File: src/rtl/core/flpa_pkg.sv
// flpa_pkg: shared types, widths and codes for the free-list page allocator
`timescale 1ns / 1ps
`default_nettype none

package flpa_pkg;

    // default geometry
    localparam int PAGE_BYTES_DEF = 4096;
    localparam int MAX_PAGES_DEF  = 65536;

    // fixed field widths
    localparam int IN_ADDR_W  = 32;
    localparam int OUT_ADDR_W = 28;
    localparam int LIMIT_W    = 29;
    localparam int STATUS_W   = 2;
    localparam int COUNT_W    = 17;
    localparam int CFG_IDX_W  = 1;

    localparam logic [COUNT_W-1:0] COUNT_MAX      = {COUNT_W{1'b1}};
    localparam logic [LIMIT_W-1:0] LOW_LIMIT_RST  = '0;
    localparam logic [LIMIT_W-1:0] HIGH_LIMIT_RST = LIMIT_W'(234881024);

    // configuration register indexes
    localparam logic [CFG_IDX_W-1:0] REG_LOW_LIMIT  = 1'b0;
    localparam logic [CFG_IDX_W-1:0] REG_HIGH_LIMIT = 1'b1;

    typedef enum logic {
        OP_ALLOC = 1'b0,
        OP_FREE  = 1'b1
    } op_t;

    typedef enum logic [STATUS_W-1:0] {
        ST_OK       = 2'd0,
        ST_EMPTY    = 2'd1,
        ST_BAD_FREE = 2'd2
    } status_t;

    typedef enum logic {
        S_IDLE = 1'b0,
        S_POP  = 1'b1
    } state_t;

endpackage

`default_nettype wire

File: src/rtl/core/flpa_ctrl.sv
// flpa_ctrl: request sequencer, head pointer, free count and result register
`timescale 1ns / 1ps
`default_nettype none

module flpa_ctrl #(
    parameter int PAGE_BYTES = flpa_pkg::PAGE_BYTES_DEF,
    parameter int MAX_PAGES  = flpa_pkg::MAX_PAGES_DEF,
    parameter int IDX_W      = $clog2(flpa_pkg::MAX_PAGES_DEF),
    parameter int LINK_W     = $clog2(flpa_pkg::MAX_PAGES_DEF + 1)
) (
    input  wire logic                              clk,
    input  wire logic                              rst_n,
    input  wire logic [flpa_pkg::LIMIT_W-1:0]      low_limit,
    input  wire logic [flpa_pkg::LIMIT_W-1:0]      high_limit,
    input  wire logic                              in_valid,
    output logic                                   in_ready,
    input  wire logic                              opcode,
    input  wire logic [flpa_pkg::IN_ADDR_W-1:0]    page_address,
    output logic                                   out_valid,
    input  wire logic                              out_ready,
    output logic      [flpa_pkg::OUT_ADDR_W-1:0]   granted_address,
    output logic      [flpa_pkg::STATUS_W-1:0]     status,
    output logic      [flpa_pkg::COUNT_W-1:0]      free_pages,
    output logic                                   mem_we,
    output logic                                   mem_re,
    output logic      [IDX_W-1:0]                  mem_addr,
    output logic      [LINK_W-1:0]                 mem_wdata,
    input  wire logic [LINK_W-1:0]                 mem_rdata
);

    import flpa_pkg::*;

    localparam int PG_SHIFT = $clog2(PAGE_BYTES);
    localparam logic [LINK_W-1:0]    NULL_LINK = LINK_W'(MAX_PAGES);
    localparam logic [IN_ADDR_W-1:0] PAGE_LIM  = IN_ADDR_W'(MAX_PAGES);

    state_t                  state_reg, state_next;
    logic [LINK_W-1:0]       head_reg, head_next;
    logic [COUNT_W-1:0]      count_reg, count_next;
    logic                    out_valid_reg, out_valid_next;
    logic [OUT_ADDR_W-1:0]   out_addr_reg, out_addr_next;
    status_t                 out_status_reg, out_status_next;

    logic                    accept;
    logic                    is_alloc;
    logic                    head_valid;
    logic                    free_ok;
    logic [IDX_W-1:0]        wr_idx;
    logic [IDX_W+PG_SHIFT-1:0] top_addr;

    assign accept     = in_valid && in_ready;
    assign is_alloc   = (opcode == OP_ALLOC);
    assign head_valid = (head_reg < NULL_LINK);
    assign wr_idx     = IDX_W'(page_address >> PG_SHIFT);
    assign top_addr   = {head_reg[IDX_W-1:0], {PG_SHIFT{1'b0}}};

    // aligned, inside the limits and inside the frame table
    assign free_ok = (page_address[PG_SHIFT-1:0] == '0)
                  && (page_address >= IN_ADDR_W'(low_limit))
                  && (page_address <  IN_ADDR_W'(high_limit))
                  && ((page_address >> PG_SHIFT) < PAGE_LIM);

    // next state
    always_comb
    begin
        state_next = state_reg;
        unique case (state_reg)
            S_IDLE:
            begin
                if (accept && is_alloc && head_valid)
                begin
                    state_next = S_POP;
                end
            end
            S_POP:
            begin
                state_next = S_IDLE;
            end
            default:
            begin
                state_next = S_IDLE;
            end
        endcase
    end

    // handshake and memory control
    always_comb
    begin
        in_ready  = 1'b0;
        mem_we    = 1'b0;
        mem_re    = 1'b0;
        unique case (state_reg)
            S_IDLE:
            begin
                in_ready = !out_valid_reg || out_ready;
                mem_we   = accept && !is_alloc && free_ok;
                mem_re   = accept && is_alloc && head_valid;
            end
            S_POP:
            begin
                in_ready = 1'b0;
            end
            default:
            begin
                in_ready = 1'b0;
            end
        endcase
        mem_addr  = mem_we ? wr_idx : head_reg[IDX_W-1:0];
        mem_wdata = head_reg;
    end

    // list and result update
    always_comb
    begin
        head_next       = head_reg;
        count_next      = count_reg;
        out_valid_next  = out_valid_reg && !out_ready;
        out_addr_next   = out_addr_reg;
        out_status_next = out_status_reg;

        if (accept)
        begin
            if (!is_alloc)
            begin
                out_valid_next = 1'b1;
                out_addr_next  = '0;
                if (free_ok)
                begin
                    out_status_next = ST_OK;
                    head_next       = LINK_W'(wr_idx);
                    if (count_reg != COUNT_MAX)
                    begin
                        count_next = count_reg + 1'b1;
                    end
                end
                else
                begin
                    out_status_next = ST_BAD_FREE;
                end
            end
            else if (!head_valid)
            begin
                out_valid_next  = 1'b1;
                out_addr_next   = '0;
                out_status_next = ST_EMPTY;
            end
        end

        // link of the old head arrives from memory
        if (state_reg == S_POP)
        begin
            out_valid_next  = 1'b1;
            out_addr_next   = OUT_ADDR_W'(top_addr);
            out_status_next = ST_OK;
            head_next       = mem_rdata;
            if (count_reg != '0)
            begin
                count_next = count_reg - 1'b1;
            end
        end
    end

    always_ff @(posedge clk or negedge rst_n)
    begin
        if (!rst_n)
        begin
            state_reg     <= S_IDLE;
            head_reg      <= NULL_LINK;
            count_reg     <= '0;
            out_valid_reg <= 1'b0;
        end
        else
        begin
            state_reg     <= state_next;
            head_reg      <= head_next;
            count_reg     <= count_next;
            out_valid_reg <= out_valid_next;
        end
    end

    always_ff @(posedge clk)
    begin
        out_addr_reg   <= out_addr_next;
        out_status_reg <= out_status_next;
    end

    assign out_valid       = out_valid_reg;
    assign granted_address = out_addr_reg;
    assign status          = out_status_reg;
    assign free_pages      = count_reg;

endmodule

`default_nettype wire
File: config.mk
export PLATFORM = sky130hd
export DESIGN_NAME = flpa_ctrl
export DESIGN_NICKNAME = d
export VERILOG_FILES = /design/src/rtl/core/flpa_pkg.sv /design/src/rtl/core/flpa_ctrl.sv
export SDC_FILE = /design/constraint.sdc
export NUM_CORES = 1
export LEC_CHECK = 0
export ABC_AREA = 1
export BUFFER_PORTS_ARGS = -buffer_cell sky130_fd_sc_hd__buf_2
export CAP_MARGIN = 20
export CORE_UTILIZATION = 50
export DETAILED_ROUTE_END_ITERATION = 10
export PLACE_DENSITY_LB_ADDON = 0.15
export REMOVE_ABC_BUFFERS = 1
export SYNTH_ARGS = -nofsm -noshare
export SYNTH_HDL_FRONTEND = slang
export SYNTH_SLANG_ARGS = --single-unit
File: constraint.sdc
create_clock -name clk -period 2.4 [get_ports clk]
set_clock_uncertainty 0.1 [all_clocks]
set_input_delay 0.36 -clock clk [delete_from_list [all_inputs] [get_ports clk]]
set_output_delay 0.36 -clock clk [all_outputs]
set_load 0.01 [all_outputs]
==> reports/qor.yml, run 1 <==
setup_path:
  r2r_cells: 15
  crit-reg2reg-launch: "out_valid$_DFF_PN0_"
  crit_family: "simple AND/OR/NAND/NOR gates"
  critPathCaptureType: "primary output"
  cpPeakStageDelay_ns: 0.26
  r2r-end: "mem_wdata[12]$_DFFE_PN0P_"
  criticalPathCategory: "primary input to primary output"
  startpoint_type: "primary input"
  required_ns: 1.94
  cp_max_fo: 7
  crit_arrival_ns: 2.24
  ff2ff_setup_slack_ns: 0.04
  slowest_stage: "ha_4"
  crit_buf_inv: 3
  crit_chain: "buf_8 -> ha_4 -> nand3_2 -> nor2_2 -> nand2_2 -> nor3_2 -> nand2_1 -> nor2_2 -> nor2_4 -> nor2_4 -> buf_12 -> nand2_8 -> nand2_1 -> nand2_4 -> buf_6"
  crit_cells: 15
clock_network:
  root_buffer: "clkbuf_8"
  htreeDepth: 2
  clk_pin_slew_ns: 0.11
  cts_tree: "built"
  cts.sinks: 54
  clockBufferDepth: 2
  clk_latency_ns: 0.31
  cts_made_buffers: 5
final_layout:
  final_util_pct: 78.2
  drive_gt1_share_pct: 42.8
  antenna_cells: 0
  synthToLayoutAreaGrowth_pct: 49.8
  nNetsFinal: 1108
  fin_cells: 1067
  finish.instance_area_um2: 7320
detailed_routing:
  detail-route-antenna-nets: 0
  first_iter_violations: 287
  vias: 5603
  vias_per_cell: 5.25
  first_pass_iters: 4
  drc: 0
  wl_per_cell_um: 15.4
  drt_wl_total_um: 16400
floorplanning:
  coreArea_um2: 9370
  initial_core_util_pct: 52.2
  chipWidth_um: 101
  ios: 196
  rows: 35
  die_area_um2: 10200
  die_h_um: 101
power:
  p_per_area_nw_per_um2: 663
  total_power_mw: 4.86
  ir_drop_mv: 0.375
  p_leak_nw: 3.96
grt:
  globalRouteOverflowTotal: 0
  antenna_found_initial: 0
  track_usage_pct: 31.8
  grt_first_pass_wirelength_um: 25700
  grt_max_degree: 39
  grt_pass1_vias: 5582
synthesis:
  ys.flop_type: "dfrtp_1"
  yosysTopAreaCell: "dfrtp_1"
  synth_edf_count: 16
  syn_inst: 702
  synth.yosys.seq_area_share_pct: 29.1
  ys_types: 43
  synth.most_common_cell: "nand2_1"
  synth_top_area_share_pct: 17.9
  synthArstFlopShare_pct: 66.7
  synth_seq_cells: 54
  yosys_warnings: 0
  postSynthAreaPerCell_um2: 6.97
  netlist_area_um2: 4890
  synthTopCellsByArea: "dfrtp_1 18%, nand2_1 16%, ha_1 15%, edfxtp_1 9.8%, inv_1 9.3%"
  synth_common_cells: "207 x nand2_1, 121 x inv_1, 59 x ha_1"
placed_design:
  portBuffers: 183
  dp.cells: 1040
  placed_cell_area_um2: 6160
  dpl.hpwl_um: 11300
  place_ws_ns: -0.254
  gp_congestion: 0.915
sta:
  finalHoldWorstSlack_ns: 0.0732
  finalSetupViolCount: 18
  rsz0062_at_grt: "true"
  maxSlewViolCount: 0
  period_share_pct: 112
  setup_ws_ns: -0.299
  tightest_slew_ns: 0.906
  post-route-min-period_ns: 2.70
  setup_tns_ns: -4.56
  relSlewSlack_pct: 39.6
  hold_viol_final: 0
  fmax_ghz: 0.370
status:
  outcome: "finished, violations left"
  violations: "negative setup slack"
job:
  drv_cap: 0
min_path:
  min_path_type: "primary input to asynchronous set/reset pin"
-- per-layer routing --
layer  vias up  global-route usage (%)  share of wire (%)
li1       2682                       -                  -
met1      2625                    36.5                 39
met2       250                    58.9                 52
met3        46                    4.30                6.3
met4         0                    13.3                3.1
met5         -                       0                  0
-- worst max-delay path by stage --
stage,from,to
after floorplan,low_limit[27],mem_addr[0]
after global placement,low_limit[28],mem_addr[8]
after detailed placement,low_limit[28],mem_addr[8]
after CTS,page_address[5],mem_addr[3]
after global routing,page_address[28],mem_addr[1]
final,page_address[28],mem_addr[15]
-- power breakdown --
group	internal, mW	leakage [nW]	switching (mW)
logic	1.22	3.32	1.50
clock network	0.210	0.0408	0.353
registers	1.28	0.597	0.294
total	2.71	3.96	2.15
-- layout by cell type, fill, tap and decap left out, types with 5 or more instances in the layout --
cell,count
buf_4,57
nand2_1,176
inv_2,24
conb_1,12
inv_1,99
xor2_1,9
o21ai_0,10
buf_6,31
clkbuf_8,5
nor3_1,6
nand3_2,15
nand4_1,14
nor2_2,10
nor3_2,5
edfxtp_1,16
nor2_1,43
dfrtp_1,35
nand3_1,40
buf_2,150
a21oi_1,18
nand2_2,27
ha_4,26
a21oi_2,11
a31oi_1,6
nor2_4,5
ha_1,33
nand2_4,10
-- cells by family (layout without fill, tap and decap cells) --
group                      count (synthesis)  count (layout)  synth area share, %
buffers and inverters                    155             378                 13.7
adders and majority gates                 59              59                 15.1
other                                      1              12               0.0767
DFF                                       54              54                 29.1
xor gates and xnor gates                  12              12                 2.15
and+or+nand+nor                          368             370                 33.8
AOI/OAI and AO/OA                         53              53                 6.14
-- layout make-up --
cell class / count / area (µm²)
clock inverter: 3 / 23.8
multi-input combinational: 506 / 3530
timing repair buffer: 245 / 1650
fill: 676 / 2050
clock buffer: 5 / 68.8
inverter: 125 / 474
sequential: 54 / 1420
tap: 129 / 161
-- timing repair --
item	4_1_cts	5_1_grt
endpoints found under the setup margin	17	33
gates cloned	2	0
pin swaps	52	32
buffers inserted	19	3
endpoints found under the hold margin	0	0
resized for setup	105	86
hold buffers	0	0
No activity file was read; power rests on OpenSTA's default activity.
==> inputs of run 2 (changes only) <==
CTS_BUF_LIST = sky130_fd_sc_hd__clkbuf_16   (was not set)
==> run 2 against run 1 <==
  * The flow still finishes with violations (negative setup slack)
  * First-iteration DRC count increased by 13%
  * Highest routed layer unchanged
  * Power increased by 6.7%
  * Cell count increased by 0.47%
  * Combinational power increased by 4%
  * Largest cell class unchanged
  * Clock power increased by 39%
  * Via count increased by 3.7%
  * Largest power group unchanged
  * Setup slack improved by 0.022 ns
  * Clock-buffer cell count unchanged
  * Fmax increased by 0.82%
  * Sequential share of layout area decreased by 0.16 points
==> reports/qor.yml, run 2 (synthesized netlist as in run 1, its figures left out) <==
floorplanning:
  initial_core_util_pct: 52.2
  ios: 196
  coreArea_um2: 9370
  rows: 35
  chipWidth_um: 101
  die_h_um: 101
  die_area_um2: 10200
sta:
  maxSlewViolCount: 0
  relSlewSlack_pct: 39.3
  finalSetupViolCount: 19
  tightest_slew_ns: 0.911
  period_share_pct: 112
  post-route-min-period_ns: 2.68
  rsz0062_at_grt: "true"
  hold_viol_final: 0
  setup_ws_ns: -0.277
  fmax_ghz: 0.374
status:
  violations: "negative setup slack"
  outcome: "finished, violations left"
clock_network:
  cts_tree: "built"
  htreeDepth: 2
  root_buffer: "clkbuf_16"
  holdBufCountCts: 0
  cts.sinks: 54
  clk_latency_ns: 0.30
  clockBufferDepth: 2
  cts_made_buffers: 5
  clk_pin_slew_ns: 0.08
final_layout:
  multi_input_area_um2: 3470
  synthToLayoutAreaGrowth_pct: 51.0
  drive_gt1_share_pct: 41.8
  antenna_cells: 0
  nNetsFinal: 1113
  final_cell_mix: "178 x nand2_1, 150 x buf_2, 103 x inv_1, 57 x buf_4, 44 x nor2_1"
  regArea_um2: 1420
  final_util_pct: 78.8
  fin_cells: 1072
  layout_commonest_cell: "nand2_1"
  nFillCells: 665
placed_design:
  dp.cells: 1040
  gp_congestion: 0.915
  portBuffers: 183
  dpl.hpwl_um: 11300
detailed_routing:
  wl_per_cell_um: 16.2
  vias: 5808
  first_pass_iters: 5
  detail-route-antenna-nets: 0
  drt_wl_total_um: 17400
  vias_per_cell: 5.42
  first_iter_violations: 323
  drc: 0
job:
  drv_cap: 0
grt:
  grt_max_degree: 39
  grt_first_pass_wirelength_um: 25800
  antenna_found_initial: 0
  globalRouteOverflowTotal: 0
  grt_pass1_vias: 5589
  track_usage_pct: 32.0
min_path:
  min_path_type: "primary input to asynchronous set/reset pin"
setup_path:
  r2r_cells: 14
  cp_max_fo: 8
  crit-reg2reg-launch: "out_valid$_DFF_PN0_"
  r2r-end: "mem_wdata[12]$_DFFE_PN0P_"
  required_ns: 1.94
  crit_arrival_ns: 2.22
  ff2ff_setup_slack_ns: 0.11
  critPathCaptureType: "primary output"
  startpoint_type: "primary input"
  criticalPathCategory: "primary input to primary output"
power:
  p_per_area_nw_per_um2: 702
  p_leak_nw: 4.02
  ir_drop_mv: 0.404
  total_power_mw: 5.18
## run 2: changes by cell type in the layout (fill, tap and decap cells not counted), sizes merged
cell  delta
buf      +5
## run 2: cell type report
class | count | area share [%]
multi-input combinational | 506 | 47.0
timing repair buffer | 250 | 23.1
sequential | 54 | 19.3
clock inverter | 3 | 0.322
tap | 129 | 2.19
inverter | 125 | 6.42
clock buffer | 5 | 1.69
## run 2: worst max-delay path by stage
stage	start	endpoint	slack (ns)	cells after the start
after global placement	low_limit[28]	mem_addr[8]	-0.22	15
after detailed placement	low_limit[28]	mem_addr[8]	-0.25	15
after floorplan	low_limit[27]	mem_addr[0]	-0.11	13
after global routing	low_limit[27]	mem_addr[2]	-0.39	15
final	page_address[28]	mem_addr[2]	-0.28	15
after CTS	page_address[5]	mem_addr[3]	-0.16	16
## run 2: repair_timing
item / in CTS / in global routing
setup endpoints to repair: 17 / 36
cloned: 2 / 0
hold endpoints to repair: 0 / 0
setup buffers: 18 / 6
pin swaps: 52 / 31
gates resized for setup: 105 / 80
## run 2: metrics by stage
stage               setup slack (ns)  area, µm²  hold WS [ns]  setup TNS (ns)
finish                        -0.277       7380        0.0942           -4.58
CTS                           -0.155       7010         0.114           -2.43
global placement              -0.224       6160         0.366           -3.45
detailed placement            -0.254       6160         0.369           -4.67
floorplan                     -0.108       4730       -0.0356           -1.72
global route                  -0.387       7380         0.159           -7.05
## run 2: critical path, stage by stage
cell     delay (ns)
buf_6          0.10
ha_4           0.26
nand3_2        0.08
nor2_2         0.14
nand2_2        0.08
nor3_2         0.17
nand2_1        0.09
nor2_2         0.16
nor2_4         0.06
nor2_4         0.13
buf_12         0.16
buf_12         0.14
nand3_2        0.09
nand2_2        0.09
buf_6          0.10
## run 2: layer usage
| metal | GRT usage [%] | routed length, µm | up-vias |
|---|---|---|---|
| li1 | - | - | 2692 |
| met1 | 36.7 | 6330 | 2721 |
| met2 | 58.9 | 9050 | 323 |
| met3 | 4.16 | 1250 | 72 |
| met4 | 15.1 | 761 | 0 |
| met5 | 0 | 0 | - |
## run 2: power breakdown
| group | internal, mW | leakage [nW] | switching (mW) |
|---|---|---|---|
| clock network | 0.393 | 0.0664 | 0.393 |
| registers | 1.29 | 0.597 | 0.293 |
| logic | 1.26 | 3.36 | 1.56 |
| total | 2.93 | 4.02 | 2.25 |
